--- config.mk ---
export PLATFORM = sky130hd
export DESIGN_NAME = bb3_emit
export DESIGN_NICKNAME = d
export VERILOG_FILES = /design/src/hdl/bb3_pkg.sv /design/src/hdl/bb3_emit.sv
export SDC_FILE = /design/constraint.sdc
export NUM_CORES = 1
export LEC_CHECK = 0
export BUFFER_PORTS_ARGS = -buffer_cell sky130_fd_sc_hd__buf_2
export CORE_ASPECT_RATIO = 2
export CORE_MARGIN = 2
export CORE_UTILIZATION = 40
export DETAILED_ROUTE_END_ITERATION = 12
export PLACE_DENSITY = 0.61
export SYNTH_ARGS = -nofsm -noshare
export SYNTH_HDL_FRONTEND = slang
export SYNTH_SLANG_ARGS = --single-unit
--- constraint.sdc ---
create_clock -name clk -period 5.08 [get_ports clk]
set_input_delay 0.254 -clock clk [delete_from_list [all_inputs] [get_ports clk]]
set_output_delay 0.254 -clock clk [all_outputs]
set_load 0.01 [all_outputs]
--- src/hdl/bb3_pkg.sv ---
// shared constants, types and helpers of the rgb 3x3 box blur
package bb3_pkg;

  localparam int COL_W      = 11;   // column counter, out_x
  localparam int ROW_W      = 12;   // row counter, out_y
  localparam int WID_W      = 12;   // frame_width register
  localparam int HGT_W      = 13;   // frame_height register
  localparam int MAX_WIDTH  = 2048;
  localparam int MAX_HEIGHT = 4096;
  localparam int LB_AW      = $clog2(MAX_WIDTH);
  localparam int CHAN_W     = 8;
  localparam int PIX_W      = 3 * CHAN_W;
  localparam int SUM_W      = 12;   // nine 8-bit values plus rounding bias

  // divide by nine: (s + 4) * 3641 >> 15 is exact for s + 4 below 32768
  localparam int ROUND_BIAS = 4;
  localparam int RECIP      = 3641;
  localparam int RECIP_SH   = 15;

  // lowest column and row of the incoming pixel whose centre result gets the blur, and the right and bottom gap
  localparam int INNER_MIN  = 3;
  localparam int EDGE_GAP   = 2;

  // result slots of one pixel, in emission order
  localparam int RES_CENTER = 0;    // (c-1, r-1)
  localparam int RES_RIGHT  = 1;    // (c,   r-1) at the end of a row
  localparam int RES_BELOW  = 2;    // (c-1, r)   in the last row
  localparam int RES_CORNER = 3;    // (c,   r)   last pixel of the frame
  localparam int RES_N      = 4;

  // configuration port
  localparam int CFG_AW      = 3;
  localparam int CFG_DW      = 32;
  localparam int REG_IDX_BIT = 2;
  localparam logic REG_FRAME_WIDTH  = 1'b0;
  localparam logic REG_FRAME_HEIGHT = 1'b1;
  localparam logic [WID_W-1:0] WIDTH_RESET  = WID_W'(640);
  localparam logic [HGT_W-1:0] HEIGHT_RESET = HGT_W'(480);

  // stream payloads
  localparam int IN_DATA_W  = 24;
  localparam int OUT_BITS   = COL_W + ROW_W + PIX_W;
  localparam int OUT_DATA_W = ((OUT_BITS + 7) / 8) * 8;

  typedef struct packed {
    logic [CHAN_W-1:0] red;
    logic [CHAN_W-1:0] green;
    logic [CHAN_W-1:0] blue;
  } pix_t;

  typedef struct packed {
    pix_t             px;
    logic [COL_W-1:0] col;
    logic [ROW_W-1:0] row;
  } front_item_t;

  typedef struct packed {
    logic [RES_N-1:0] mask;
    logic             inner;
    logic [COL_W-1:0] col;
    logic [ROW_W-1:0] row;
  } plan_t;

  typedef struct packed {
    plan_t            plan;
    logic [SUM_W-1:0] tot_red;
    logic [SUM_W-1:0] tot_green;
    logic [SUM_W-1:0] tot_blue;
    pix_t             p4;
    pix_t             p5;
    pix_t             p7;
    pix_t             p8;
  } calc_item_t;

  function automatic logic [CHAN_W-1:0] div9_round(input logic [SUM_W-1:0] s);
    logic [SUM_W-1:0]   biased;
    logic [2*SUM_W-1:0] prod;
    biased = s + SUM_W'(ROUND_BIAS);
    prod   = (2*SUM_W)'(biased) * (2*SUM_W)'(RECIP);
    return prod[RECIP_SH +: CHAN_W];
  endfunction

endpackage

--- src/hdl/bb3_emit.sv ---
// result sequencer, divide by nine and output register
module bb3_emit import bb3_pkg::*; (
  input  logic                  clk,
  input  logic                  rst,
  input  logic                  s2_valid,
  input  calc_item_t            s2_item,
  output logic                  s2_free,
  output logic                  m_tvalid,
  input  logic                  m_tready,
  output logic [OUT_DATA_W-1:0] m_tdata,
  output logic                  m_tlast
);

  logic [RES_N-1:0] sent, pending, sel, rest;
  logic             out_ready, load;
  logic [COL_W-1:0] res_x, out_x;
  logic [ROW_W-1:0] res_y, out_y;
  pix_t             mean, res_px, out_px;

  assign pending   = s2_item.plan.mask & ~sent;
  assign out_ready = !m_tvalid || m_tready;

  always_comb begin
    sel = '0;
    priority case (1'b1)
      pending[RES_CENTER]: sel[RES_CENTER] = 1'b1;
      pending[RES_RIGHT]:  sel[RES_RIGHT]  = 1'b1;
      pending[RES_BELOW]:  sel[RES_BELOW]  = 1'b1;
      pending[RES_CORNER]: sel[RES_CORNER] = 1'b1;
      default:             sel = '0;
    endcase
  end

  assign rest    = pending & ~sel;
  assign load    = s2_valid && (pending != '0) && out_ready;
  // an item with no results simply drains
  assign s2_free = s2_valid && ((pending == '0) || (out_ready && rest == '0));

  assign mean = '{red:   div9_round(s2_item.tot_red),
                  green: div9_round(s2_item.tot_green),
                  blue:  div9_round(s2_item.tot_blue)};

  always_comb begin
    res_x = s2_item.plan.col;
    res_y = s2_item.plan.row;
    if (sel[RES_CENTER] || sel[RES_BELOW]) begin
      res_x = s2_item.plan.col - COL_W'(1);
    end
    if (sel[RES_CENTER] || sel[RES_RIGHT]) begin
      res_y = s2_item.plan.row - ROW_W'(1);
    end
    priority case (1'b1)
      sel[RES_CENTER]: res_px = s2_item.plan.inner ? mean : s2_item.p4;
      sel[RES_RIGHT]:  res_px = s2_item.p5;
      sel[RES_BELOW]:  res_px = s2_item.p7;
      default:         res_px = s2_item.p8;
    endcase
  end

  always_ff @(posedge clk) begin
    if (rst) begin
      m_tvalid <= 1'b0;
      sent     <= '0;
    end else begin
      if (load) begin
        m_tvalid <= 1'b1;
      end else if (m_tready) begin
        m_tvalid <= 1'b0;
      end
      if (s2_free) begin
        sent <= '0;
      end else if (load) begin
        sent <= sent | sel;
      end
    end
  end

  always_ff @(posedge clk) begin
    if (load) begin
      out_x   <= res_x;
      out_y   <= res_y;
      out_px  <= res_px;
      m_tlast <= rest == '0;
    end
  end

  assign m_tdata = {(OUT_DATA_W - OUT_BITS)'(0), out_px.blue, out_px.green, out_px.red,
                    out_y, out_x};

  a_inner_coords: assert property (@(posedge clk) disable iff (rst)
    (s2_valid && s2_item.plan.mask[RES_CENTER] && s2_item.plan.inner) |->
      (s2_item.plan.col >= COL_W'(INNER_MIN) && s2_item.plan.row >= ROW_W'(INNER_MIN)))
    else $error("blurred pixel too close to the top or left edge");

  a_corner_plan: assert property (@(posedge clk) disable iff (rst)
    (s2_valid && s2_item.plan.mask[RES_CENTER] && s2_item.plan.mask[RES_CORNER]) |->
      (s2_item.plan.mask[RES_RIGHT] && s2_item.plan.mask[RES_BELOW]))
    else $error("frame corner without row end and last row results");

  a_sent_subset: assert property (@(posedge clk) disable iff (rst)
    (sent & ~(s2_valid ? s2_item.plan.mask : {RES_N{1'b0}})) == '0)
    else $error("sent results not part of the current item");

endmodule

==> results of run 1 <==
-- layout make-up --
| class | instances | area, µm² |
|---|---|---|
| Fill cell | 2222 | 11150 |
| Timing Repair Buffer | 371 | 2265 |
| Sequential cell | 53 | 1541 |
| Tap cell | 290 | 362.8 |
| Multi-Input combinational cell | 848 | 8123 |
| Clock buffer | 5 | 125.1 |
| Inverter | 166 | 623.1 |
| Clock inverter | 3 | 25.02 |
| Antenna cell | 1 | 2.502 |
-- synthesized netlist by cell type (all sizes together) (2+ instances only) --
master | number | area share [%]
o211ai | 6 | 0.46
mux2 | 2 | 0.23
a221oi | 5 | 0.58
o22ai | 5 | 0.32
o311a | 3 | 0.31
nand3 | 34 | 1.7
or2 | 2 | 0.13
o31ai | 4 | 0.31
buf | 5 | 0.32
nor2b | 8 | 0.54
a211oi | 13 | 1.0
o221ai | 4 | 0.36
edfxtp | 48 | 15
mux2i | 3 | 0.31
ha | 212 | 27
and2 | 5 | 0.33
a41oi | 2 | 0.18
maj3 | 5 | 0.51
o21ai | 32 | 1.6
o21bai | 8 | 0.61
and4 | 5 | 0.46
nand2 | 99 | 3.8
a21o | 28 | 2.1
dfxtp | 5 | 1.0
a311oi | 8 | 0.72
or4 | 4 | 0.31
nand4 | 7 | 0.45
clkbuf | 23 | 1.1
xor2 | 43 | 3.9
and3 | 12 | 0.77
nor3 | 12 | 0.61
o21a | 3 | 0.23
o211a | 3 | 0.31
xnor2 | 72 | 6.4
fa | 60 | 12
nor2 | 43 | 1.6
a2111oi | 2 | 0.18
a21oi | 57 | 2.9
nand2b | 4 | 0.26
nor4 | 7 | 0.45
a31oi | 11 | 0.70
inv | 166 | 6.4
a211o | 6 | 0.54
-- placed cells by master (no fill, tap or decap), drive strengths merged, types with 6 or more instances in the layout --
master / Yosys / final
buf: 5 / 371
ha: 212 / 212
inv: 166 / 167
nand2: 99 / 99
xnor2: 72 / 72
fa: 60 / 60
a21oi: 57 / 57
edfxtp: 48 / 48
nor2: 43 / 43
xor2: 43 / 43
nand3: 34 / 34
o21ai: 32 / 32
a21o: 28 / 28
a211oi: 13 / 13
nor3: 12 / 12
and3: 12 / 12
a31oi: 11 / 11
o21bai: 8 / 8
a311oi: 8 / 8
nor2b: 8 / 8
nand4: 7 / 7
nor4: 7 / 7
a211o: 6 / 6
o211ai: 6 / 6
-- worst paths after layout --
check                              endpoint  cells past startpoint  slack, ns    startpoint
worst max-delay path            m_tdata[28]                     24       0.18  s2_item[126]
worst min-delay path               m_tvalid                      2       0.15           rst
worst max register to register  m_tdata[36]                      5       2.10       sent[1]
worst min register to register     m_tvalid                      2       0.51      m_tvalid
-- routing by layer --
layer | vias up | GRT usage [%] | wire (µm)
li1 | 4485 | - | -
met1 | 4222 | 28.18 | 12090
met4 | 0 | 3.895 | 428
met5 | - | 0 | 0
met3 | 26 | 2.609 | 1498
met2 | 297 | 36.92 | 13560
-- repair_timing --
action	in CTS	in global routing
pin swaps	6	57
hold buffers	0	0
setup buffers	0	10
setup endpoints to repair	5	24
resized for setup	12	76
-- worst max-delay path, stage by stage --
cell and delay [ns]:
buf_2 0.11, nand3_4 0.10, nor2_4 0.15, nand2_4 0.07, xor2_4 0.22, inv_2 0.06
ha_1 0.19, a21o_1 0.18, ha_4 0.27, inv_1 0.04, fa_1 0.48, inv_1 0.05
fa_1 0.50, inv_2 0.04, fa_1 0.48, inv_1 0.05, ha_2 0.18, a21o_1 0.17
a21o_1 0.20, a221oi_2 0.26, nor2b_2 0.06, a211o_1 0.28, or4_1 0.39, and3_1 0.15
-- logic make-up after synthesis --
kind of cell / Yosys count / share of synthesized area (%)
buffers and inverters: 194 / 7.777
and+or+nand+nor: 244 / 11.63
xor gates and xnor gates: 115 / 10.30
muxes: 5 / 0.5372
adders and majority gates: 277 / 39.91
AOI/OAI and AO/OA: 206 / 14.06
DFF: 53 / 15.76
other: 1 / 0.03834
-- registers in the layout, indices dropped and copies added, names as in the netlist --
register  cells
m_tdata      24
m_tvalid      1
out_x        11
m_tlast       1
sent          4
out_y        12
-- power by group --
part           leakage [nW]  switching, mW  internal [mW]
combinational          6.17           3.47           3.33
sequential            0.503         0.0198          0.572
clock                0.0704          0.170          0.186
-- metrics by stage --
step	worst slack [ns]	instances	total power, mW
finish	0.1751	1737	7.756
global route	-0.04631	1737	8.646
global placement	-0.3108	1718	6.585
detailed placement	-0.3746	1718	6.739
floorplan	-0.04692	1095	4.548
CTS	0.004662	1726	7.258
==> results by group, run 1 <==
Outcome
  – Status: finished, final reports clean

Synth
  – Async S/R FF share, synth: 0%
  – Top FF cell, synth: edfxtp_1
  – Post-synth EDFFs: 48
  – Warning count from the yosys run: 0
  – Total nets after synthesis: approximately 1,500
  – Synth Cell Area: a little under 10,000 µm²
  – Sequential share of the synthesized area: between 10% and 20%
  – Distinct cells, synth: 61
  – Post-synthesis instance total: about 1,100
  – Yosys reg bits: 53
  – Syn_area_per_cell: 8.933 µm²

CTS
  – H-tree levels: 2
  – TritonCTS Buffers: 5
  – Clk sinks: 53
  – Maximum root-to-sink buffer count: 2
  – CTS tree: yes
  – Clock tree root driver cell: clkbuf_16
  – Clk Latency, worst-skew pair: just under 0.3 ns
  – CTS clk-pin slew, worst paths: 0.08 ns

Route
  – WL per Instance: 15.87 µm
  – Remaining DRCs: 0
  – Via/cell ratio: 5.199
  – Antenna-violating nets left: 0
  – Drt initial violations: around 400
  – WL final: approximately 28 mm
  – Vias: about 9,000
  – TritonRoute pass-1 iters: 5

Setup path
  – Startpoint type of the worst setup path: input port
  – WP data required: approximately 5.1 ns
  – Crit Path Max Fanout: 3
  – Critical setup path kind: in -> reg
  – Worst Path Arrival: slightly below 5 ns
  – CP endpoint kind: flip-flop

Global routing
  – First-pass GRT wire length: 44.23 mm
  – Largest net degree at the start of global routing: 37
  – Grt ovf: 0
  – GRT Overall Usage: approximately a fifth
  – Vias in the first global route: 9,330
  – Initial antenna violation count: 1

Timing
  – Total negative slack: 0 ns
  – Final period util: 96.55%
  – Final hold slack: around 0.15 ns
  – Fmax: ~200 MHz
  – RSZ-0062 raised after global routing: true
  – Max-slew violations: 0
  – Clk_skew: 0.007461 ns
  – Minimum clock period: between 4 and 5 ns
  – Final hold viol count: 0
  – Max-slew headroom: 23.65%
  – Actual slew at the worst max-slew pin: 1.145 ns
  – Setup-failing EPs final: 0

Placement
  – PortBufs: between 200 and 250
  – Dpl cell area: roughly 12,000 µm²
  – HPWL after DPL: approximately 24 mm
  – Placer congestion estimate: 0.9129

Die
  – Initial Utilization: between 40% and 50%
  – Die Wd: ~110 µm
  – Die area: about 26,000 µm²
  – Core Region: 24,220 µm²
  – # rows: 81
  – Io pins: 215
  – Die Ht: between 200 and 250 µm

Final layout
  – Final #Nets: 1,881
  – Final Cell Area: around 13,000 µm²
  – Core Util, Final: between 50% and 60%
  – Layout overhead on the synthesized area: 33.59%
  – Share of layout cells above drive strength 1: between 30% and 40%

Power and ir drop
  – Pwr dens: between 500 and 600 nW/µm²
  – Worst vdd ir: roughly 0.0006 V
  – LEAKAGE: roughly 6.7 nW

Worst hold path
  – Class of the worst hold path: in -> reg

Run
  – Max-cap violations: 0
(Power assumes the default switching activity.)
==> run 2: changes to the inputs <==
CORE_UTILIZATION = 50   (was 40)
MAX_ROUTING_LAYER = met4   (was unset)
PLACE_DENSITY = 0.74   (was 0.61)
==> results by group, run 2 (same netlist as run 1, synthesis figures left out) <==
Outcome
  – Status: finished, final reports clean

Setup path
  – RR Startpoint: sent[0]
  – Critical setup path kind: in -> reg
  – Worst Path Arrival: 5.09 ns (+0.14 ns)
  – R2r endpoint: out_y[11]
  – Crit Path Max Fanout: 4 (+1)
  – WP data required: 5.15 ns (+0.02 ns)
  – R2r setup slk: 2.09 ns (about the same)
  – Startpoint type of the worst setup path: input port
  – CP endpoint kind: flip-flop
  – R2R cell count: 6 (+1)

Global routing
  – First-pass GRT wire length: 46.52 mm (+5.2%)
  – Vias in the first global route: 9,767 (+4.7%)
  – Grt ovf: 0 (unchanged)
  – Largest net degree at the start of global routing: 37 (unchanged)
  – GRT Overall Usage: 30.20% (+9.0 points)
  – Initial antenna violation count: 2 (+1)

CTS
  – TritonCTS Buffers: 5 (unchanged)
  – CTS tree: yes
  – Hold_buf cts: 0 (unchanged)
  – Maximum root-to-sink buffer count: 2 (unchanged)
  – Clk sinks: 53 (unchanged)
  – Clock tree root driver cell: clkbuf_16
  – Clk Latency, worst-skew pair: 0.31 ns (+0.02 ns)
  – CTS clk-pin slew, worst paths: 0.08 ns (about the same)
  – H-tree levels: 2 (unchanged)

Route
  – Vias: 9,443 (+4.6%)
  – Drt initial violations: 335 (-17%)
  – Via/cell ratio: 5.525 (+6.3%)
  – Antenna-violating nets left: 0 (unchanged)
  – WL per Instance: 18.19 µm (+15%)
  – Remaining DRCs: 0 (unchanged)
  – WL final: 31.09 mm (+13%)
  – TritonRoute pass-1 iters: 5 (unchanged)

Power and ir drop
  – Psw: 3.806 mW (+3.9%)
  – Comb pwr share: 87.0% (-0.8 points)
  – Internal Pwr Total: 4.070 mW (-0.55%)
  – Clock share of power: 5.5% (+0.9 points)
  – Sw Ratio: 48.32% (+1.1 points)
  – LEAKAGE: 6.739 nW (about the same)
  – Pwr dens: 609.2 nW/µm² (+2.6%)
  – Worst vdd ir: 0.0003485 V (-41%)
  – Share of power burned in registers: 7.5% (about the same)

Final layout
  – Share of layout cells above drive strength 1: 32.18% (-0.60 points)
  – Final #Nets: 1,883 (+0.11%)
  – Commonest non-fill, non-tap cell in the layout: buf_2
  – Layout overhead on the synthesized area: 32.17%
  – Non-filler cells, final: 1,709 (-1.6%)
  – Max reg flops: 24 (unchanged)
  – Core Util, Final: 67.06% (+13 points)
  – Commonest non-fill, non-tap cells in the layout: buf_2, ha_1, inv_1, buf_4, nand2_1

Placement
  – HPWL after DPL: 25.70 mm (+9.1%)
  – Placer congestion estimate: 0.9542 (+4.5%)
  – Placed Cells: 1,683 (-2.0%)
  – PortBufs: 213 (unchanged)

Die
  – Core Region: 19,280 µm² (-20%)
  – Io pins: 215 (unchanged)
  – Die area: 20,770 µm² (-19%)
  – Die Wd: 102.9 µm (-10%)
  – Initial Utilization: 50.74% (+10 points)
  – Die Ht: 201.8 µm (-10%)
  – # rows: 72 (-11%)

Timing
  – Clk_skew: 0.007513 ns (+0.00005113 ns)
  – Max-slew violations: 0 (unchanged)
  – Total negative slack: 0 ns (unchanged)
  – Final hold slack: 0.1026 ns (-0.04305 ns)
  – Setup-failing EPs final: 0 (unchanged)
  – Final hold viol count: 0 (unchanged)
  – Minimum clock period: 5.018 ns (+0.1128 ns)
  – Final period util: 98.77% (+2.2 points)
  – Actual slew at the worst max-slew pin: 1.122 ns (-0.02338 ns)
  – Fmax: 199.3 MHz (-2.2%)
  – Max-slew headroom: 25.21% (+1.6 points)

Worst hold path
  – Class of the worst hold path: in -> reg
  – Hold Crit Start: rst
  – Hold EP: m_tvalid
  – Hold path depth: 2 (unchanged)

Run
  – Max-cap violations: 0 (unchanged)
-- run 2: power by group through the flow --
| stage | sequential (mW) | clock (mW) | combinational (mW) |
|---|---|---|---|
| finish | 0.592 | 0.433 | 6.85 |
| global placement | 0.600 | 0 | 6.06 |
| floorplan | 0.634 | 0 | 3.91 |
| detailed placement | 0.602 | 0 | 6.25 |
| CTS | 0.593 | 0.442 | 6.32 |
| global route | 0.600 | 0.448 | 7.55 |
-- run 2: how the worst max path moves through the flow --
stage,from,endpoint,slack (ns)
6_report,s2_item[123],m_tdata[28],0.06
5_1_grt,s2_item[124],m_tdata[28],-0.10
4_1_cts,s2_item[122],m_tdata[28],0.003
3_5_place_dp,s2_item[114],m_tdata[37],-0.39
3_3_place_gp,s2_item[122],m_tdata[28],-0.28
2_1_floorplan,s2_item[124],m_tdata[28],-0.05
-- run 2: routing by layer --
layer	vias up	routed length [µm]	GRT usage, %
met5	-	0	-
met1	4459	10100	27.02
met4	0	2265	18.66
li1	4505	-	-
met2	342	17440	57.70
met3	137	1293	2.663
-- run 2: worst max-delay path, cell delays in order --
cell      delay, ns
buf_4          0.13
buf_6          0.12
nand2_2        0.06
nor2_2         0.05
xnor2_2        0.14
buf_4          0.15
xnor2_1        0.14
ha_2           0.18
a21o_1         0.18
ha_4           0.27
inv_1          0.04
fa_1           0.49
inv_2          0.04
fa_1           0.49
inv_2          0.04
fa_1           0.52
inv_1          0.04
ha_2           0.18
a21o_1         0.18
a21o_1         0.20
a221oi_2       0.27
nor2b_2        0.06
a211o_1        0.30
or4_1          0.39
and3_1         0.16
-- run 2: cell type report --
cell class	count	area [µm²]
flip-flops and latches	53	1541
repair buffers	373	2283
well taps	259	324.1
multi-input cells	848	7979
inverters	166	623.1
diodes	2	5.005
clock buffers	5	125.1
fillers	1644	6350
clock inverters	3	47.55
-- run 2: timing repair --
action / CTS / global route
setup buffers: 0 / 16
pin swaps: 2 / 36
gates resized for setup: 2 / 64
setup endpoints to repair: 4 / 21
cloned: 0 / 0
-- run 2: through the flow --
step           worst slack, ns  power [mW]  instance area, µm²
2_1_floorplan         -0.04692       4.548                9913
3_3_place_gp           -0.2756       6.659               12270
3_5_place_dp           -0.3900       6.851               12270
4_1_cts               0.002925       7.354               12450
5_1_grt                -0.1005       8.596               12930
6_report               0.06235       7.876               12930
