**config.mk**
```make
export PLATFORM = sky130hd
export DESIGN_NAME = bb3_window
export DESIGN_NICKNAME = d
export VERILOG_FILES = /design/src/hdl/bb3_pkg.sv /design/src/hdl/bb3_window.sv
export SDC_FILE = /design/constraint.sdc
export NUM_CORES = 1
export LEC_CHECK = 0
export BUFFER_PORTS_ARGS = -buffer_cell sky130_fd_sc_hd__buf_2
export CAP_MARGIN = 20
export CORE_MARGIN = 5
export CORE_UTILIZATION = 65
export CTS_BUF_LIST = sky130_fd_sc_hd__clkbuf_2 sky130_fd_sc_hd__clkbuf_4 sky130_fd_sc_hd__clkbuf_8
export CTS_CLUSTER_SIZE = 12
export DETAILED_ROUTE_END_ITERATION = 10
export PLACE_DENSITY = 0.91
export SLEW_MARGIN = 40
export SYNTH_ARGS = -nofsm -noshare
export SYNTH_HDL_FRONTEND = slang
export SYNTH_SLANG_ARGS = --single-unit
```
**constraint.sdc**
```tcl
create_clock -name clk -period 23.1 [get_ports clk]
set_input_delay 0 -clock clk [delete_from_list [all_inputs] [get_ports clk]]
set_output_delay 0 -clock clk [all_outputs]
set_load 0.005 [all_outputs]
```
**src/hdl/bb3_pkg.sv**
```systemverilog
// shared constants, types and helpers of the rgb 3x3 box blur
package bb3_pkg;

  localparam int COL_W      = 11;   // column counter, out_x
  localparam int ROW_W      = 12;   // row counter, out_y
  localparam int WID_W      = 12;   // frame_width register
  localparam int HGT_W      = 13;   // frame_height register
  localparam int MAX_WIDTH  = 2048;
  localparam int MAX_HEIGHT = 4096;
  localparam int LB_AW      = $clog2(MAX_WIDTH);
  localparam int CHAN_W     = 8;
  localparam int PIX_W      = 3 * CHAN_W;
  localparam int SUM_W      = 12;   // nine 8-bit values plus rounding bias

  // divide by nine: (s + 4) * 3641 >> 15 is exact for s + 4 below 32768
  localparam int ROUND_BIAS = 4;
  localparam int RECIP      = 3641;
  localparam int RECIP_SH   = 15;

  // lowest column and row of the incoming pixel whose centre result gets the blur, and the right and bottom gap
  localparam int INNER_MIN  = 3;
  localparam int EDGE_GAP   = 2;

  // result slots of one pixel, in emission order
  localparam int RES_CENTER = 0;    // (c-1, r-1)
  localparam int RES_RIGHT  = 1;    // (c,   r-1) at the end of a row
  localparam int RES_BELOW  = 2;    // (c-1, r)   in the last row
  localparam int RES_CORNER = 3;    // (c,   r)   last pixel of the frame
  localparam int RES_N      = 4;

  // configuration port
  localparam int CFG_AW      = 3;
  localparam int CFG_DW      = 32;
  localparam int REG_IDX_BIT = 2;
  localparam logic REG_FRAME_WIDTH  = 1'b0;
  localparam logic REG_FRAME_HEIGHT = 1'b1;
  localparam logic [WID_W-1:0] WIDTH_RESET  = WID_W'(640);
  localparam logic [HGT_W-1:0] HEIGHT_RESET = HGT_W'(480);

  // stream payloads
  localparam int IN_DATA_W  = 24;
  localparam int OUT_BITS   = COL_W + ROW_W + PIX_W;
  localparam int OUT_DATA_W = ((OUT_BITS + 7) / 8) * 8;

  typedef struct packed {
    logic [CHAN_W-1:0] red;
    logic [CHAN_W-1:0] green;
    logic [CHAN_W-1:0] blue;
  } pix_t;

  typedef struct packed {
    pix_t             px;
    logic [COL_W-1:0] col;
    logic [ROW_W-1:0] row;
  } front_item_t;

  typedef struct packed {
    logic [RES_N-1:0] mask;
    logic             inner;
    logic [COL_W-1:0] col;
    logic [ROW_W-1:0] row;
  } plan_t;

  typedef struct packed {
    plan_t            plan;
    logic [SUM_W-1:0] tot_red;
    logic [SUM_W-1:0] tot_green;
    logic [SUM_W-1:0] tot_blue;
    pix_t             p4;
    pix_t             p5;
    pix_t             p7;
    pix_t             p8;
  } calc_item_t;

  function automatic logic [CHAN_W-1:0] div9_round(input logic [SUM_W-1:0] s);
    logic [SUM_W-1:0]   biased;
    logic [2*SUM_W-1:0] prod;
    biased = s + SUM_W'(ROUND_BIAS);
    prod   = (2*SUM_W)'(biased) * (2*SUM_W)'(RECIP);
    return prod[RECIP_SH +: CHAN_W];
  endfunction

endpackage

```
**src/hdl/bb3_window.sv**
```systemverilog
// 3x3 window, result plan per pixel and channel sums
module bb3_window import bb3_pkg::*; (
  input  logic             clk,
  input  logic             rst,
  input  logic [WID_W-1:0] w_lim,
  input  logic [HGT_W-1:0] h_lim,
  input  logic             s0_valid,
  input  front_item_t      s0_item,
  input  pix_t             up1,
  input  pix_t             up2,
  output logic             s1_ready,
  output logic             s2_valid,
  output calc_item_t       s2_item,
  input  logic             s2_free
);

  logic             s1_valid;
  plan_t            s1_plan, plan_new;
  pix_t             win [9];
  logic             take, move, s2_ready;
  logic             c_any, r_any, c_last, r_last;
  logic [SUM_W-1:0] tot_red, tot_green, tot_blue;

  function automatic logic [SUM_W-1:0] add3(input logic [SUM_W-1:0] a,
                                            input logic [SUM_W-1:0] b,
                                            input logic [SUM_W-1:0] c);
    return a + b + c;
  endfunction

  assign s2_ready = !s2_valid || s2_free;
  assign s1_ready = !s1_valid || s2_ready;
  assign take     = s0_valid && s1_ready;
  assign move     = s1_valid && s2_ready;

  always_comb begin
    c_any  = s0_item.col != '0;
    r_any  = s0_item.row != '0;
    c_last = WID_W'(s0_item.col) == w_lim - WID_W'(1);
    r_last = HGT_W'(s0_item.row) == h_lim - HGT_W'(1);
    plan_new.mask             = '0;
    plan_new.mask[RES_CENTER] = r_any && c_any;
    plan_new.mask[RES_RIGHT]  = r_any && c_last;
    plan_new.mask[RES_BELOW]  = r_last && c_any;
    plan_new.mask[RES_CORNER] = r_last && c_last;
    plan_new.inner = (s0_item.col >= COL_W'(INNER_MIN)) &&
                     (s0_item.row >= ROW_W'(INNER_MIN)) &&
                     (WID_W'(s0_item.col) + WID_W'(EDGE_GAP) <= w_lim) &&
                     (HGT_W'(s0_item.row) + HGT_W'(EDGE_GAP) <= h_lim);
    plan_new.col = s0_item.col;
    plan_new.row = s0_item.row;
  end

  always_comb begin
    tot_red   = add3(add3(SUM_W'(win[0].red), SUM_W'(win[1].red), SUM_W'(win[2].red)),
                     add3(SUM_W'(win[3].red), SUM_W'(win[4].red), SUM_W'(win[5].red)),
                     add3(SUM_W'(win[6].red), SUM_W'(win[7].red), SUM_W'(win[8].red)));
    tot_green = add3(add3(SUM_W'(win[0].green), SUM_W'(win[1].green), SUM_W'(win[2].green)),
                     add3(SUM_W'(win[3].green), SUM_W'(win[4].green), SUM_W'(win[5].green)),
                     add3(SUM_W'(win[6].green), SUM_W'(win[7].green), SUM_W'(win[8].green)));
    tot_blue  = add3(add3(SUM_W'(win[0].blue), SUM_W'(win[1].blue), SUM_W'(win[2].blue)),
                     add3(SUM_W'(win[3].blue), SUM_W'(win[4].blue), SUM_W'(win[5].blue)),
                     add3(SUM_W'(win[6].blue), SUM_W'(win[7].blue), SUM_W'(win[8].blue)));
  end

  // rows top to bottom: older line, newer line, incoming pixel
  always_ff @(posedge clk) begin
    if (rst) begin
      for (int i = 0; i < 9; i++) begin
        win[i] <= '0;
      end
    end else if (take) begin
      win[0] <= win[1];
      win[1] <= win[2];
      win[2] <= up2;
      win[3] <= win[4];
      win[4] <= win[5];
      win[5] <= up1;
      win[6] <= win[7];
      win[7] <= win[8];
      win[8] <= s0_item.px;
    end
  end

  always_ff @(posedge clk) begin
    if (rst) begin
      s1_valid <= 1'b0;
      s2_valid <= 1'b0;
    end else begin
      if (take) begin
        s1_valid <= 1'b1;
      end else if (s2_ready) begin
        s1_valid <= 1'b0;
      end
      if (move) begin
        s2_valid <= 1'b1;
      end else if (s2_free) begin
        s2_valid <= 1'b0;
      end
    end
  end

  always_ff @(posedge clk) begin
    if (take) begin
      s1_plan <= plan_new;
    end
    if (move) begin
      s2_item <= '{plan: s1_plan, tot_red: tot_red, tot_green: tot_green,
                   tot_blue: tot_blue, p4: win[4], p5: win[5], p7: win[7], p8: win[8]};
    end
  end

endmodule

```
==> reports/metrics.cfg, run 1 <==
[global_route]
grt_pass1_vias = 14290
track_usage_pct = 27.1
grtUsageMet2_pct = 47.7
grt-ovfl-total = 0
grt_pass1_wl_um = 75300
grt_use_met1_pct = 32.3
grt_max_degree = 161
gr-usage-met3_pct = 6.78
antenna_found_initial = 1
top_usage_layer = met2

[worst_setup_path]
critPathSlowestCell = fa_1
cp-end-kind = flop
critical_path_arrival_ns = 5.02
rrSetupSlack_ns = 18.37
path_cells = inv_1, fa_1, inv_1, fa_1, fa_1, inv_1, fa_1, inv_1, ha_1, a21o_1, a21oi_1, o21ai_0, o41ai_1, o21ai_0
r2r_cells = 14
regToRegStartpoint = win[0][11]
critPathMaxFanout = 2
r2r_end = s2_item[119]
critical_path_class = reg2reg
max_stage_delay_ns = 0.58
worst_ep_required_time_ns = 23.39
start_kind = flop

[cells_and_area]
layout-drive-gt1-share_pct = 21.2
areaGrowthSynthToFinish_pct = 20.4
multi_input_area_sq_um = 7280
final_cells = 2322
nNetsFinal = 2231
fillers = 1688
fin_area_sq_um = 24800
utilization_pct = 78.9
final-seq-area_sq_um = 12200

[synth]
synth_top_area_cell = edfxtp_1
synth_cells = 1448
synth-xor-area-share_pct = 2.68
synth.mux.area_fraction_pct = 0.164
avgSynthCellArea_sq_um = 14.2
yosysWarnings = 0
synth_flop_cell = edfxtp_1
yosys.area_share.adder_pct = 20.0
synthArstFlopShare_pct = 0
yosys.area_share.simple_pct = 10.2
synth_top_area_share_pct = 59.0
synth_cell_type_count = 50
synth_seq_cells = 406
yosysSeqAreaShare_pct = 59.2
netlist_area_sq_um = 20600
ys_top_cells_by_area = edfxtp_1 (59%), fa_1 (16%), and2_1 (5.2%)
synth-compound-area-share_pct = 2.26
synth_top_family_by_area = adder cells
syn_nets = 1803
synth-edff-count = 404

[drt]
routed-via-count = 12725
drc = 0
wire_per_inst_um = 20.2
first_pass_iters = 5
ant_nets = 0
viasPerCell = 5.48
wirelength_um = 46900
drt_iter0_drc = 845

[cts]
clock_sinks = 406
ctsResizeCount = 0
cts-root-buf = clkbuf_8
cts_max_path_buffers = 3
cts_setup_buffers = 0
tritoncts = yes
clock_latency_ns = 0.57
cts_buffers = 68
cts-htree-levels = 3
cts.clk_slew.worst_paths_ns = 0.06

[die]
fp.dieW_um = 188
core_sq_um = 31400
dieArea_sq_um = 35300
num_rows = 65
die_h_um = 188
initial_core_util_pct = 65.5
ios = 286

[power_and_ir_drop]
power.switching_mw = 0.792
power_frac_clock_pct = 25.0
p_leak_nw = 10.7
total_power_mw = 2.41
pwr-share-seq_pct = 40.1
combPwrFrac_pct = 34.9
ir_worst_vdd_mv = 0.0566
power_density_nw_per_um2 = 97.3
p_int_mw = 1.62
p_sw_share_pct = 32.9

[placement]
numPortBuffers = 285
dpl_cell_area_sq_um = 22400
dpl.cell_count = 2106
dpl.hpwl_um = 29800
gp_congestion = 0.876

[timing]
finalCritPeriodShare_pct = 20.5
post-route-min-period_ns = 4.73
final_max_slew_viol_count = 0
finalHoldViolCount = 0
slew_headroom_pct = 45.5
fmax_ghz = 0.211
final.setup.tns_ns = 0
fin_worst_skew_ns = 0.0215
tightest_slew_ns = 0.818
rsz0062_at_grt = no
setup_viol = 0

[worst_hold_path]
min_path_type = in2reg
worst_hold_path.endpoint = s1_valid
min_from = rst
hold_depth = 3

[flow_run]
drv_cap = 0

[status]
status = finished, final reports clean

## cell usage after synthesis, types with 2 or more instances
cell type and count:
nor3_1 61, edfxtp_1 404, o211ai_1 4, o41ai_1 5, nor2_1 49, o21ai_0 14, or4_1 2, ha_1 69
nand4_1 9, nor4_1 5, inv_1 267, a21o_1 9, o21a_1 3, a21boi_0 3, and3_1 5, nand3_1 22
nor4_2 2, and2_1 171, nor3b_1 2, nor2b_1 7, dfxtp_1 2, xor2_1 13, nand2b_1 4, a31oi_1 4
clkbuf_1 32, fa_1 162, buf_1 3, xnor2_1 50, nand2_1 28, a21oi_1 17
## area by class of cell
class | instances | area share, %
Inverter | 267 | 4.05
Tap cell | 402 | 2.03
Multi-Input combinational cell | 740 | 29.4
Clock buffer | 86 | 4.40
Sequential cell | 406 | 49.2
Clock inverter | 27 | 0.642
Antenna cell | 1 | 0.0101
Timing Repair Buffer | 393 | 10.3
## power groups by stage
stage	sequential [mW]	clock, mW	combinational [mW]
after floorplan	0.983	0	0.568
after global placement	0.976	0	0.747
after detailed placement	0.980	0	0.807
after CTS	0.966	0.611	0.827
after global routing	0.972	0.655	0.950
final	0.966	0.602	0.841
## state kept, by name, summed over array words and instances, names as in the netlist
name and flops:
win 216, s2_item 160, s1_plan 28, s1_valid 1, s2_valid 1
## repair_timing
| item | in CTS | in global routing |
|---|---|---|
| endpoints found under the setup margin | 0 | 0 |
| endpoints found under the hold margin | 101 | 0 |
| hold buffers | 99 | 0 |
## worst max-delay path: cells and delay by family (launching register included)
kind / cells / cell delay (ns)
buffers and inverters: 4 / 0.22
adder cells (fa/ha/maj): 5 / 2.45
flip-flops: 1 / 0.33
AO/OA/AOI/OAI: 5 / 1.44
## metrics by stage
step | hold slack (ns) | setup slack, ns
5_1_grt | 0.0784 | 18.17
3_3_place_gp | 0.223 | 18.70
6_report | 0.0729 | 18.37
4_1_cts | 0.0282 | 18.50
3_5_place_dp | 0.224 | 18.52
2_1_floorplan | 0.0989 | 14.85
## cells in the final DEF (no fill, tap or decap), drive strengths merged, types with 5 or more instances in the layout
master and n:
edfxtp 404, buf 293, inv 269, and2 171, fa 162, dlygate4sd3 99
clkbuf 87, ha 69, nor3 62, xnor2 50, nor2 49, nand2 29
nand3 22, clkinv 21, a21oi 17, o21ai 14, xor2 13, nand4 9
a21o 9, nor4 8, nor2b 7, and3 5, o41ai 5
## how the worst max path moves through the flow
| stage | startpoint | slack [ns] | end | cells past startpoint |
|---|---|---|---|---|
| after floorplan | s2_valid | 14.85 | s2_item[0] | 2 |
| after global placement | win[0][11] | 18.70 | s2_item[119] | 14 |
| after detailed placement | win[0][11] | 18.52 | s2_item[119] | 14 |
| after CTS | win[0][99] | 18.50 | s2_item[107] | 12 |
| after global routing | win[0][11] | 18.17 | s2_item[119] | 14 |
| final | win[0][11] | 18.37 | s2_item[119] | 14 |
## kinds of logic after synthesis
group,Yosys count
flops,406
compound gates,70
buf+inv,302
mux,2
xor+xnor,63
simple gates,374
fa+ha+maj,231
## per-layer routing
metal,wire (um),vias up
met1,16700,6326
met4,1870,0
met2,24700,584
met3,3610,135
met5,0,-
li1,-,5680
(Power assumes the default switching activity.)
==> inputs of run 2 (changes only) <==
--- a/config.mk
+++ b/config.mk
@@ -8,11 +8,11 @@
 export BUFFER_PORTS_ARGS = -buffer_cell sky130_fd_sc_hd__buf_2
 export CAP_MARGIN = 20
 export CORE_MARGIN = 5
-export CORE_UTILIZATION = 65
+export CORE_UTILIZATION = 54
 export CTS_BUF_LIST = sky130_fd_sc_hd__clkbuf_2 sky130_fd_sc_hd__clkbuf_4 sky130_fd_sc_hd__clkbuf_8
 export CTS_CLUSTER_SIZE = 12
 export DETAILED_ROUTE_END_ITERATION = 10
-export PLACE_DENSITY = 0.91
+export PLACE_DENSITY = 0.81
 export SLEW_MARGIN = 40
 export SYNTH_ARGS = -nofsm -noshare
 export SYNTH_HDL_FRONTEND = slang
==> constraint.sdc (replaced) <==
create_clock -name clk -period 4.22 [get_ports clk]
set_input_delay 0 -clock clk [delete_from_list [all_inputs] [get_ports clk]]
set_output_delay 0 -clock clk [all_outputs]
set_load 0.005 [all_outputs]
==> reports/metrics.cfg, run 2 (same netlist as run 1, synthesis figures left out) <==
[status]
status = finished with violations
failed_checks = negative setup slack

[worst_setup_path]
critPathTopFamily = adder cells
cp-end-kind = flop
crit_top_cell = fa_1
critPathBufInv = 3  ; -1
critical_path_class = reg2reg
rrSetupSlack_ns = -0.11  ; -18.48 ns
critPathMaxFanout = 2  ; unchanged
critPathSlowestCell = fa_1
r2r_cells = 15  ; +1
worst_ep_required_time_ns = 4.57  ; -18.82 ns
max_stage_delay_ns = 0.58  ; about the same
critical_path_arrival_ns = 4.69  ; -0.33 ns
start_kind = flop
r2r_end = s2_item[130]
regToRegStartpoint = win[0][186]
path_cells = fa_1, fa_1, fa_1, inv_2, fa_1, inv_1, ha_2, inv_2, fa_2, nor2b_2, o21ai_2, a21boi_2, o21a_1, o41a_1, xor2_1

[worst_hold_path]
worst_hold_path.endpoint = s1_plan[26]
min_from = h_lim[11]
min_path_type = in2reg
hold_depth = 6  ; +3

[drt]
ant_nets = 0  ; unchanged
wire_per_inst_um = 18.6  ; -7.8%
drc = 0  ; unchanged
viasPerCell = 5.07  ; -7.4%
drt_iter0_drc = 612  ; -28%
wirelength_um = 46900  ; about the same
routed-via-count = 12771  ; +0.36%
first_pass_iters = 7  ; +2

[die]
dieArea_sq_um = 42100  ; +19%
core_sq_um = 37700  ; +20%
die_h_um = 205  ; +9.2%
fp.dieW_um = 205  ; +9.2%
ios = 286  ; unchanged
num_rows = 71  ; +9.2%
initial_core_util_pct = 54.6  ; -11 points

[cells_and_area]
largest_reg_flops = 216  ; unchanged
top_regs = win (216), s2_item (160), s1_plan (28)
multi_input_area_sq_um = 7490  ; +2.9%
layout-drive-gt1-share_pct = 26.3  ; +5.1 points
nNetsFinal = 2306  ; +3.4%
fillers = 2497  ; +48%
fin_area_sq_um = 25700  ; +3.9%
final_common_cell = edfxtp_1
utilization_pct = 68.3  ; -11 points
areaGrowthSynthToFinish_pct = 25.2
final_cells = 2517  ; +8.4%
regMostFlops = win
final-seq-area_sq_um = 12200  ; unchanged
mostFrequentLayoutCells = edfxtp_1 (404), buf_2 (285), inv_1 (255)

[global_route]
grt_pass1_vias = 13997  ; -2.1%
grt_pass1_wl_um = 74800  ; -0.58%
track_usage_pct = 22.9  ; -4.2 points
grt-ovfl-total = 0  ; unchanged
grt_max_degree = 123  ; -24%
antenna_found_initial = 3  ; +2

[power_and_ir_drop]
p_leak_nw = 11.1  ; +4.0%
power_density_nw_per_um2 = 564  ; +480%
ir_worst_vdd_mv = 0.315  ; +460%

[timing]
slew_headroom_pct = 50.0  ; +4.5 points
finalCritPeriodShare_pct = 103  ; +82 points
rsz0062_at_grt = yes
final_max_slew_viol_count = 0  ; unchanged
post-route-min-period_ns = 4.33  ; -0.399 ns
fin_worst_skew_ns = 0.0342  ; +0.0127 ns
tightest_slew_ns = 0.750  ; -0.0674 ns
finalHoldViolCount = 0  ; unchanged
setup_viol = 6  ; +6
fmax_ghz = 0.231  ; +9.2%
fin_ws_ns = -0.113  ; -18.48 ns

[flow_run]
drv_cap = 0  ; unchanged

[placement]
numPortBuffers = 285  ; unchanged
dpl_cell_area_sq_um = 23000  ; +2.6%
dpl.cell_count = 2270  ; +7.8%
dpl.hpwl_um = 30900  ; +3.7%
gp_congestion = 0.870  ; -0.71%

[cts]
tritoncts = yes
cts-root-buf = clkbuf_8
clock_latency_ns = 0.63  ; +0.06 ns
cts.clk_slew.worst_paths_ns = 0.07  ; about the same
cts-htree-levels = 3  ; unchanged
cts_max_path_buffers = 3  ; unchanged
cts_buffers = 68  ; unchanged
clock_sinks = 406  ; unchanged

[run 2: worst max path at each step]
stage | startpoint | end | slack [ns] | depth (start not counted)
final | win[0][186] | s2_item[130] | -0.11 | 15
after global routing | win[0][98] | s2_item[104] | -0.23 | 15
after CTS | win[0][186] | s2_item[130] | -0.17 | 15
after detailed placement | win[0][2] | s2_item[106] | -0.41 | 17
after global placement | win[0][2] | s2_item[106] | -0.16 | 17
after floorplan | s2_valid | win[0][0] | 0.02 | 5
[run 2: layout make-up]
class	count	area share, %
Multi-Input combinational cell	740	29.1
Clock inverter	36	0.861
Antenna cell	4	0.0389
Tap cell	511	2.48
Sequential cell	406	47.3
Timing Repair Buffer	468	12.2
Clock buffer	85	4.16
Inverter	267	3.89
[run 2: worst reg2reg max path, stage by stage (launching register included)]
cell and delay [ns]:
edfxtp_1 0.41, fa_1 0.58, fa_1 0.45, fa_1 0.57, inv_2 0.04, fa_1 0.53, inv_1 0.04, ha_2 0.18
inv_2 0.06, fa_2 0.22, nor2b_2 0.05, o21ai_2 0.17, a21boi_2 0.09, o21a_1 0.19, o41a_1 0.32, xor2_1 0.14
[run 2: through the flow]
step	power [mW]	hold slack [ns]	setup TNS [ns]	setup WS [ns]
4_1_cts	14.1	0.0611	-0.443	-0.166
3_5_place_dp	10.2	0.215	-2.46	-0.412
2_1_floorplan	8.47	0.0989	0	0.0158
5_1_grt	15.5	0.102	-1.54	-0.226
3_3_place_gp	9.90	0.212	-0.867	-0.156
6_report	14.5	0.118	-0.277	-0.113
[run 2: what timing repair did]
action,in CTS,in global routing
gates resized for setup,37,25
hold buffers,103,0
hold endpoints to repair,104,0
pin swaps,42,39
buffers inserted,8,12
cloned,0,0
endpoints found under the setup margin,13,15
[run 2: power by group]
part	internal (mW)	leakage [nW]	switching, mW
Combinational	2.74	6.23	3.11
Sequential	5.10	4.19	0.162
Clock	1.79	0.664	1.60
[run 2: layer usage]
metal / vias to the layer above / routed length, um / track usage [%]
li1: 5853 / - / -
met1: 6318 / 17600 / 27.4
met2: 488 / 23800 / 39.4
met3: 112 / 3940 / 6.68
met4: 0 / 1510 / 8.73
met5: - / 0 / 0
